[src/hw/rtl/rgb_status_led_controller_defines.svh]
// ---------------------------------------------------------------------------
// rgb status led controller assertion macros
// shared property forms used by the controller checks
// ---------------------------------------------------------------------------
`ifndef RGB_STATUS_LED_CONTROLLER_DEFINES_SVH
`define RGB_STATUS_LED_CONTROLLER_DEFINES_SVH

// same-cycle implication, disabled during reset
`define RGBSL_ASSERT_NOW(label, clk, rst, ante, cons) \
  label: assert property (@(posedge clk) disable iff (rst) (ante) |-> (cons)) \
    else $error("rgbsl check failed");

// next-cycle implication, disabled during reset
`define RGBSL_ASSERT_NEXT(label, clk, rst, ante, cons) \
  label: assert property (@(posedge clk) disable iff (rst) (ante) |=> (cons)) \
    else $error("rgbsl check failed");

`endif

[src/hw/rtl/rgbsl_pkg.sv]
// ---------------------------------------------------------------------------
// rgbsl_pkg
// types, codes and the status color table of the rgb status led controller
// ---------------------------------------------------------------------------
`default_nettype none

package rgbsl_pkg;

  localparam int unsigned LEVEL_W  = 8;
  localparam int unsigned DUTY_W   = 16;
  localparam int unsigned TIME_W   = 32;
  localparam int unsigned CFG_W    = 16;
  localparam int unsigned STEP_W   = 9;   // floor(65535 / 255) = 257
  localparam int unsigned IN_DATA_W  = 64;
  localparam int unsigned OUT_DATA_W = 48;

  // x / 255 == (x * 32897) >> 23 for every 16-bit x
  localparam logic [16:0] STEP_RECIP = 17'd32897;
  localparam int unsigned STEP_SHIFT = 23;
  localparam logic [STEP_W-1:0] STEP_RESET = 9'd257;
  localparam logic [CFG_W-1:0]  HOLD_RESET = 16'd300;

  typedef enum logic [1:0] {
    CMD_TICK       = 2'd0,
    CMD_SET_COLOR  = 2'd1,
    CMD_STATUS     = 2'd2,
    CMD_RESERVED   = 2'd3
  } cmd_t;

  typedef enum logic [0:0] {
    CFG_PWM_PERIOD = 1'b0,
    CFG_HOLD_MS    = 1'b1
  } cfg_index_t;

  typedef enum logic [2:0] {
    ST_SUCCESS      = 3'd0,
    ST_LOCKED       = 3'd1,
    ST_SHUTDOWN     = 3'd2,
    ST_NOT_CHARGING = 3'd3,
    ST_CC_CHARGING  = 3'd4,
    ST_CV_CHARGING  = 3'd5,
    ST_DONE         = 3'd6,
    ST_UNUSED       = 3'd7
  } status_t;

  typedef struct packed {
    logic                valid;
    logic [LEVEL_W-1:0]  red;
    logic [LEVEL_W-1:0]  green;
    logic [LEVEL_W-1:0]  blue;
    logic                transient;
  } status_color_t;

  function automatic status_color_t status_lookup(input logic [2:0] code);
    status_color_t c;
    c = '{valid: 1'b1, red: 8'd0, green: 8'd0, blue: 8'd0, transient: 1'b1};
    unique case (status_t'(code))
      ST_SUCCESS:      begin c.red = 8'd10; c.green = 8'd10; c.blue = 8'd10; end
      ST_LOCKED:       begin c.blue = 8'd20; c.transient = 1'b0; end
      ST_SHUTDOWN:     begin c.red = 8'd20; c.green = 8'd20; c.blue = 8'd20; end
      ST_NOT_CHARGING: begin c.red = 8'd10; c.blue = 8'd10; end
      ST_CC_CHARGING:  begin c.red = 8'd2; end
      ST_CV_CHARGING:  begin c.red = 8'd2; c.green = 8'd2; end
      ST_DONE:         begin c.green = 8'd2; end
      default:         begin c.valid = 1'b0; c.transient = 1'b0; end
    endcase
    return c;
  endfunction

endpackage

`default_nettype wire

[src/hw/rtl/rgb_status_led_controller.sv]
// ---------------------------------------------------------------------------
// rgb_status_led_controller
// chooses the led color per event word and scales it to three pwm duties
// ---------------------------------------------------------------------------
// usage
//   s_axis: one event word per handshake; tuser carries the command
//   (tick, set user color, show status), tdata the time and color fields
//   m_axis: one pwm write word (red, green, blue duty) per event that
//   changes the shown color; ticks inside the hold time and color sets
//   during a transient status give no word
//   cfg: write pwm_period (index 0) or hold_ms (index 1) while idle; the
//   duty step floor(period / 255) is computed and registered at the write
//   path: a result word passes the level stage, then the output register
//   throughput: one event per cycle unless stalled; the color decision and
//   state update finish in the accept cycle, three 8x9 duty multiplies the next
//   stall: while m_axis_tready is low the output word holds, the level
//   stage keeps one more word and s_axis_tready drops only once both full
//   reset: user color black, no transient status, times zero, period
//   65535 (step 257), hold 300 ms; no word pending
// ---------------------------------------------------------------------------
`default_nettype none

`include "rgb_status_led_controller_defines.svh"

module rgb_status_led_controller (
  input  wire logic                                clk,
  input  wire logic                                rst,
  // config write port
  input  wire logic                                cfg_we,
  input  wire logic [0:0]                          cfg_index,
  input  wire logic [rgbsl_pkg::CFG_W-1:0]         cfg_data,
  // event words
  input  wire logic                                s_axis_tvalid,
  output      logic                                s_axis_tready,
  // time_ms[31:0], red[39:32], green[47:40], blue[55:48], status_code[58:56]
  input  wire logic [rgbsl_pkg::IN_DATA_W-1:0]     s_axis_tdata,
  // cmd[1:0]
  input  wire logic [1:0]                          s_axis_tuser,
  // pwm write words
  output      logic                                m_axis_tvalid,
  input  wire logic                                m_axis_tready,
  // duty_red[15:0], duty_green[31:16], duty_blue[47:32]
  output      logic [rgbsl_pkg::OUT_DATA_W-1:0]    m_axis_tdata
);
  import rgbsl_pkg::*;

  // configuration
  logic [STEP_W-1:0]  duty_step;
  logic [CFG_W-1:0]   hold_ms;
  logic [32:0]        step_prod;

  // controller state
  logic [TIME_W-1:0]  now_ms;
  logic [TIME_W-1:0]  change_ms;
  logic               transient_active;
  logic [LEVEL_W-1:0] user_red, user_green, user_blue;

  // level stage
  logic               lvl_valid;
  logic [LEVEL_W-1:0] lvl_red, lvl_green, lvl_blue;

  // input fields
  cmd_t               in_cmd;
  logic [TIME_W-1:0]  in_time;
  logic [LEVEL_W-1:0] in_red, in_green, in_blue;
  logic [2:0]         in_code;

  logic               accept;
  logic               out_en;
  logic [TIME_W-1:0]  elapsed;
  status_color_t      st_color;

  // decision of the accepted event
  logic               fire;
  logic [LEVEL_W-1:0] sel_red, sel_green, sel_blue;
  logic               transient_next;
  logic               now_update;
  logic               user_update;

  logic [STEP_W+LEVEL_W-1:0] prod_red, prod_green, prod_blue;

  assign in_cmd   = cmd_t'(s_axis_tuser);
  assign in_time  = s_axis_tdata[31:0];
  assign in_red   = s_axis_tdata[39:32];
  assign in_green = s_axis_tdata[47:40];
  assign in_blue  = s_axis_tdata[55:48];
  assign in_code  = s_axis_tdata[58:56];

  // output register moves when empty or drained; level stage may fill
  // while the output word waits
  assign out_en        = !m_axis_tvalid || m_axis_tready;
  assign s_axis_tready = !lvl_valid || out_en;
  assign accept        = s_axis_tvalid && s_axis_tready;

  assign elapsed  = in_time - change_ms;   // 32-bit wrap
  assign st_color = status_lookup(in_code);

  // period / 255 by reciprocal multiply, exact over 16 bits
  assign step_prod = {1'b0, cfg_data} * {16'd0, STEP_RECIP};

  always_comb begin
    fire           = 1'b0;
    sel_red        = user_red;
    sel_green      = user_green;
    sel_blue       = user_blue;
    transient_next = transient_active;
    now_update     = 1'b0;
    user_update    = 1'b0;
    unique case (in_cmd)
      CMD_TICK: begin
        now_update = 1'b1;
        if (transient_active && (elapsed > {16'd0, hold_ms})) begin
          fire           = 1'b1;
          transient_next = 1'b0;
        end
      end
      CMD_SET_COLOR: begin
        user_update = 1'b1;
        sel_red     = in_red;
        sel_green   = in_green;
        sel_blue    = in_blue;
        fire        = !transient_active;
      end
      CMD_STATUS: begin
        // unused status code is dropped with no state change
        if (st_color.valid) begin
          fire           = 1'b1;
          sel_red        = st_color.red;
          sel_green      = st_color.green;
          sel_blue       = st_color.blue;
          transient_next = st_color.transient;
        end
      end
      default: begin
        fire = 1'b0;
      end
    endcase
  end

  always_ff @(posedge clk) begin
    if (rst) begin
      duty_step        <= STEP_RESET;
      hold_ms          <= HOLD_RESET;
      now_ms           <= '0;
      change_ms        <= '0;
      transient_active <= 1'b0;
      user_red         <= '0;
      user_green       <= '0;
      user_blue        <= '0;
      lvl_valid        <= 1'b0;
      m_axis_tvalid    <= 1'b0;
    end else begin
      if (cfg_we) begin
        unique case (cfg_index_t'(cfg_index))
          CFG_PWM_PERIOD: duty_step <= step_prod[STEP_SHIFT +: STEP_W];
          CFG_HOLD_MS:    hold_ms   <= cfg_data;
          default:        hold_ms   <= hold_ms;
        endcase
      end

      if (accept) begin
        if (now_update) begin
          now_ms <= in_time;
        end
        if (user_update) begin
          user_red   <= in_red;
          user_green <= in_green;
          user_blue  <= in_blue;
        end
        if (fire) begin
          transient_active <= transient_next;
          // a tick writes its own time; other events use the last tick
          change_ms        <= now_update ? in_time : now_ms;
        end
      end

      if (s_axis_tready) begin
        lvl_valid <= accept && fire;
      end
      if (out_en) begin
        m_axis_tvalid <= lvl_valid;
      end
    end
  end

  // level payload, no reset
  always_ff @(posedge clk) begin
    if (s_axis_tready) begin
      lvl_red   <= sel_red;
      lvl_green <= sel_green;
      lvl_blue  <= sel_blue;
    end
  end

  assign prod_red   = {{STEP_W{1'b0}}, lvl_red}   * {{LEVEL_W{1'b0}}, duty_step};
  assign prod_green = {{STEP_W{1'b0}}, lvl_green} * {{LEVEL_W{1'b0}}, duty_step};
  assign prod_blue  = {{STEP_W{1'b0}}, lvl_blue}  * {{LEVEL_W{1'b0}}, duty_step};

  // duty wraps to 16 bits
  always_ff @(posedge clk) begin
    if (out_en) begin
      m_axis_tdata <= {prod_blue[DUTY_W-1:0], prod_green[DUTY_W-1:0],
                       prod_red[DUTY_W-1:0]};
    end
  end

  // checks
  `RGBSL_ASSERT_NEXT(a_idle_tick_silent, clk, rst,
    accept && (in_cmd == CMD_TICK) && !transient_active, !lvl_valid)
  `RGBSL_ASSERT_NEXT(a_set_during_transient_silent, clk, rst,
    accept && (in_cmd == CMD_SET_COLOR) && transient_active, !lvl_valid)
  `RGBSL_ASSERT_NEXT(a_locked_not_transient, clk, rst,
    accept && (in_cmd == CMD_STATUS) && (status_t'(in_code) == ST_LOCKED),
    !transient_active)
  `RGBSL_ASSERT_NEXT(a_level_reaches_output, clk, rst,
    lvl_valid && out_en, m_axis_tvalid)

endmodule

`default_nettype wire
[config.mk]
export PLATFORM = sky130hd
export DESIGN_NAME = rgb_status_led_controller
export DESIGN_NICKNAME = d
export VERILOG_FILES = /design/src/hw/rtl/rgbsl_pkg.sv /design/src/hw/rtl/rgb_status_led_controller.sv
export VERILOG_INCLUDE_DIRS = /design/src /design/src/hw/rtl
export SDC_FILE = /design/constraint.sdc
export NUM_CORES = 1
export LEC_CHECK = 0
export ABC_AREA = 1
export BUFFER_PORTS_ARGS = -buffer_cell sky130_fd_sc_hd__buf_4
export CAP_MARGIN = 20
export CORE_UTILIZATION = 60
export DETAILED_ROUTE_END_ITERATION = 7
export GPL_TIMING_DRIVEN = 0
export PLACE_DENSITY = 0.82
export SYNTH_ARGS = -nofsm -noshare
export SYNTH_HDL_FRONTEND = slang
export SYNTH_SLANG_ARGS = --single-unit
[constraint.sdc]
create_clock -name clk -period 6.1 [get_ports clk]
set_clock_uncertainty 0.2 [all_clocks]
set_input_delay 1.22 -clock clk [delete_from_list [all_inputs] [get_ports clk]]
set_output_delay 1.22 -clock clk [all_outputs]
set_load 0.1 [all_outputs]
-- Word level (Yosys, flattened, before mapping)
Index checks and enable logic that the tools add are counted.
- bits in latches: 0
- memory bits (writable): 0
- input bits: 88
- memories: 0
- output and inout port bits: 50
- flip-flop bits (word level): 188
- ROM bits: 0
- reduce and logical (&&, ||, !) cells: 22
- multipliers: 4
- order comparisons: 1
- $add $sub $neg: 1
- shifts and indexed selects: 0
- bitwise logic cells: 1
- equal/unequal tests: 10
- div/mod/pow operators: 0
- muxes and demuxes: 20
- operators with widths (kind ; count):
    multiplier 8 x 9 -> 16 bit ; 3
    case mux 8 bit (2 select lines) ; 3
    greater-than comparator 32 x 16 -> 1 bit ; 1
    multiplier 16 x 16 -> 32 bit, second input constant ; 1
    two-way mux 32 bit ; 1
    subtractor 32 bit ; 1
    case mux 5 bit (3 select lines) ; 2
    two-way mux 8 bit ; 3
    case mux 5 bit (2 select lines) ; 1
    equality test 3 bit, second input constant ; 3
    two-way mux 1 bit ; 8
    AND reduction 2 bit ; 4
    OR reduction 2 bit ; 4
    OR reduction 7 bit ; 1
    equality test 3 x 2 -> 1 bit, second input constant ; 2
    OR reduction 6 bit ; 1
    AND reduction 5 bit ; 1
    != test 2 bit, second input constant ; 2
    equality test 3 x 1 -> 1 bit, second input constant ; 1
    logical AND 1 bit ; 3
    logical NOT 1 bit ; 3
    logical NOT 3 bit ; 1
    case mux 1 bit (3 select lines) ; 1
    equality test 2 x 1 -> 1 bit, second input constant ; 1
    6 further kinds ; 7

-- Logic depth before layout (Yosys ltp)
- word-level depth: 6
- depth in mapped cells: 31
- mapped depth without buffers: 31

-- Least setup slack after synthesis
OpenSTA, ideal clock, no wires.
- path kind: reg2reg
- start: register duty_step[5]
- end: register m_axis_tdata[46] (netlist name) (data pin)
- data required time: 5.642 ns
- arrival time: 4.345 ns
- path buffers: 2
- cell stages (with the launch flop): 23
- setup time: 0.258 ns
- slack: 1.297 ns
- path through: dfxtp_1 -> clkbuf_1 -> clkbuf_1 -> nand2_1 -> fa_1 -> fa_1 -> inv_1 -> fa_1 -> inv_1 -> fa_1 -> inv_1 -> ha_1 -> a21oi_1 -> o21ai_0 -> nand2_1 -> nand2_1 -> a21oi_1 -> o21ai_0 -> nand2_1 -> inv_1 -> o21ai_0 -> nand2_1 -> xor2_1
- longest elaborated chain between the ends: 1
- RTL lines (element ; RTL line ; source):
    start, declared ; rgb_status_led_controller.sv:48 ; logic [STEP_W-1:0] duty_step;
    start signal, assigned ; rgb_status_led_controller.sv:155 ; CFG_PWM_PERIOD: duty_step <= step_prod[STEP_SHIFT +: STEP_W];
    multiplier 8 x 9 -> 16 bit ; rgb_status_led_controller.sv:197 ; assign prod_blue = {{STEP_W{1'b0}}, lvl_blue} * {{LEVEL_W{1'b0}}, duty_step};
    net prod_blue[14] ; rgb_status_led_controller.sv:80 ; logic [STEP_W+LEVEL_W-1:0] prod_red, prod_green, prod_blue;
    end signal, assigned ; rgb_status_led_controller.sv:202 ; m_axis_tdata <= {prod_blue[DUTY_W-1:0], prod_green[DUTY_W-1:0],
    end, declared ; rgb_status_led_controller.sv:43 ; output logic [rgbsl_pkg::OUT_DATA_W-1:0] m_axis_tdata
The timed path passes the listed nets, and every way through them passes these cells.
A chain may end at the register's enable or synchronous reset.

-- Final worst setup path
- start: register duty_step[4]
- end: register m_axis_tdata[46] (netlist name) (data pin)
The elaborated chain is that of the path after synthesis.

==> run_results.csv <==
group,metric,value,unit
drt,viasPerCell,5.33,
power_and_ir_drop,vdd_ir_drop_max,0.000175,V
place,pre_cts_ws,545,ps
cts,cts_sinks,188,
drt,drc_errors,0,
timing,report.final.slew_viol_count,0,
critical_path,worstSetupPathType,"flip-flop to flip-flop",
cts,htreeDepth,4,
critical_path,end_kind,"flip-flop",
yosys,synth_edf_count,72,
yosys,ys_seq_area_share,24.7,%
yosys,synthArstFlopShare,0,%
power_and_ir_drop,power_frac_clock,23.7,%
die,dieArea,31000,µm²
timing,rsz0062_at_grt,"no",
timing,worst_pin_slew,719,ps
place,port_buffers,132,
timing,min_period_over_period,93.2,%
die,io-pin-count,138,
power_and_ir_drop,power_density,237,nW/µm²
power_and_ir_drop,pwr-share-comb,44.7,%
yosys,synth_top_area_share,15.2,%
die,fp.dieH,176,µm
timing,fmax,176,MHz
grt,grt_pass1_vias,15647,
yosys,yosysUniqueCellTypes,50,
die,rows,63,
die,initial_core_util,61.1,%
drt,drt-initial-drc-count,1424,
grt,grt_overflow,0,
yosys,synthTopCellsByArea,"ha_1 15%, fa_1 14%, dfxtp_1 13%",
cts,cts_buffers,17,
critical_path,start_kind,"flip-flop",
grt,grt_max_degree,43,
timing,setup_viol,0,
yosys,netlist_area,18200,µm²
critical_path,arrival,5690,ps
yosys,ys_warn_count,0,
yosys,synth_ff_type,"dfxtp_1",
drt,wire_per_inst,15.1,µm
yosys,syn_inst,2422,
grt,grt_pass1_wl,73200,µm
die,core_area,29700,µm²
outcome,status,"finished clean",
cells_and_area,layout-drive-gt1-share,9.58,%
drt,routed_wirelength,44900,µm
cts,cts_tree,"done",
grt,track_usage,29.8,%
worst_hold_path,hp-class,"flip-flop to flip-flop",
power_and_ir_drop,power,4.80,mW
yosys,postSynthAreaPerCell,7.49,µm²
yosys,synth_top_area_cell,"ha_1",
drt,num_vias,15869,
cts,worstSkewPairLatency,450,ps
critical_path,crit_required,6100,ps
die,die_w,176,µm
cells_and_area,nNetsFinal,3007,
power_and_ir_drop,seq_power_share,31.6,%
grt,antenna_found_initial,1,
cts,cts_hold_buf,0,
power_and_ir_drop,p_leak,11.1,nW
timing,setup_tns,0,ps
cts,clk_path_buf_depth,2,
place,place_congestion,0.987,
power_and_ir_drop,power_switching,2.13,mW
cts,path_clk_slew,70,ps
power_and_ir_drop,p_int,2.67,mW
drt,drtAntennaViolNets,0,
cts,cts_root_buffer,"clkbuf_16",
timing,setup_slack,413,ps
power_and_ir_drop,switching_share,44.4,%
critical_path,crit_fanout,10,
drt,first_pass_iters,7,
cts,post_cts_buffers,0,
cells_and_area,areaGrowthSynthToFinish,11.6,%
timing,hold_viol,0,
yosys,ys_ff_latch,188,
job,max_cap_violations,0,
place,hpwl,35800,µm
cts,ctsResizeCount,0,
timing,slew_headroom,52.1,%
yosys,synth.net_count,2854,
timing,finalCriticalPeriod,5690,ps
[metrics by stage]
| stage | utilization, % | hold WS [ps] | cells | area, µm² |
|---|---|---|---|---|
| 2_1_floorplan | - | 220 | 2422 | 18200 |
| 3_3_place_gp | 66.1 | 229 | 2944 | 19600 |
| 3_5_place_dp | 66.2 | 235 | 2946 | 19700 |
| 4_1_cts | 68.1 | 252 | 2978 | 20200 |
| 5_1_grt | 68.1 | 265 | 2979 | 20200 |
| 6_report | 68.1 | 249 | 2979 | 20200 |
[layout by cell type, fill, tap and decap left out, types with 3 or more instances in the layout]
cell and n:
inv_1 529, inv_2 10, a21oi_1 158, a21oi_2 27, nand2_2 20, o211ai_1 9
nand4_1 10, buf_8 4, clkinv_4 4, o21ai_1 28, xor2_1 44, o21ai_0 150
fa_1 124, nand3b_1 6, inv_6 4, clkbuf_1 92, edfxtp_1 72, nand3_1 67
o21a_1 3, ha_1 220, nand2_1 573, nor2_2 7, dfxtp_1 116, nand3_2 3
clkbuf_16 17, nor2_1 88, inv_8 4, and2_1 6, buf_4 133, xnor2_1 20
nor3_1 5, o21bai_1 4
[flip-flops by register name (all words and copies together) (netlist names)]
name,flops
lvl_valid,1
m_axis_tdata,48
lvl_green,8
duty_step,9
transient_active,1
user_green,8
lvl_blue,8
change_ms,32
now_ms,32
user_red,8
lvl_red,8
m_axis_tvalid,1
user_blue,8
hold_ms,16
[path summary, 6_finish.rpt]
| kind | startpoint | end | slack [ps] | cells after the start |
|---|---|---|---|---|
| setup reg to reg | duty_step[4] | m_axis_tdata[46] | 410 | 22 |
| hold / removal | lvl_valid | m_axis_tvalid | 250 | 2 |
| hold reg to reg | lvl_valid | m_axis_tvalid | 250 | 2 |
| setup / recovery | duty_step[4] | m_axis_tdata[46] | 410 | 22 |
[cells in the mapped netlist, types with 5 or more instances]
cell / number
nand2_1: 574
inv_1: 529
ha_1: 220
a21oi_1: 158
o21ai_0: 150
fa_1: 124
dfxtp_1: 116
clkbuf_1: 91
nor2_1: 88
edfxtp_1: 72
nand3_1: 67
xor2_1: 44
o21ai_1: 28
a21oi_2: 27
xnor2_1: 20
nand2_2: 19
inv_2: 10
nand4_1: 10
o211ai_1: 9
nor2_2: 7
and2_1: 6
nand3b_1: 6
nor3_1: 5
[final cells by class]
| type | instances | area (µm²) |
|---|---|---|
| antenna | 1 | 2.50 |
| buffer | 98 | 420 |
| clock buffer | 18 | 429 |
| clock inverter | 14 | 150 |
| fill | 2463 | 9470 |
| inverter | 541 | 2030 |
| multi-input combinational | 1595 | 11200 |
| sequential | 188 | 4480 |
| tap | 390 | 488 |
| timing repair buffer | 134 | 1030 |
[kinds of logic (layout without fill, tap and decap cells)]
family / count (synthesis) / after routing / synth area share [%]
buf+inv: 639 / 805 / 13.5
other cells: 0 / 1 / 0
compound gates: 389 / 389 / 11.6
flops: 188 / 188 / 24.7
xor+xnor: 64 / 64 / 3.09
simple gates: 798 / 798 / 18.2
fa+ha+maj: 344 / 344 / 28.8
[per-layer routing]
layer	vias to the layer above	routed length, µm	part of all wire [%]	GRT usage, %
li1	7814	-	-	-
met5	-	0	0	0
met2	536	22600	50	54.6
met1	7406	17900	40	34.7
met4	0	1680	3.7	13.1
met3	113	2600	5.8	3.57
[critical path, stage by stage (launching register included)]
cell and delay (ps):
dfxtp_1 320, clkbuf_1 380, clkbuf_1 560, nand2_1 160, fa_1 510, fa_1 550
inv_1 50, fa_1 470, inv_1 50, fa_1 480, inv_1 50, ha_1 330
a21oi_1 140, o21ai_0 150, nand2_1 90, nand2_1 60, a21oi_1 210, o21ai_0 150
nand2_1 90, inv_1 50, o21ai_0 150, nand2_1 90, xor2_1 140
[power groups by stage]
stage	Combinational [mW]	Sequential, mW	Clock (mW)
6_report	2.14	1.52	1.14
3_3_place_gp	2.07	1.54	0
4_1_cts	2.14	1.52	1.14
2_1_floorplan	0.991	2.19	0
3_5_place_dp	2.12	1.55	0
5_1_grt	2.34	1.53	1.19
Note: power is estimated with default switching activity, not from simulation.
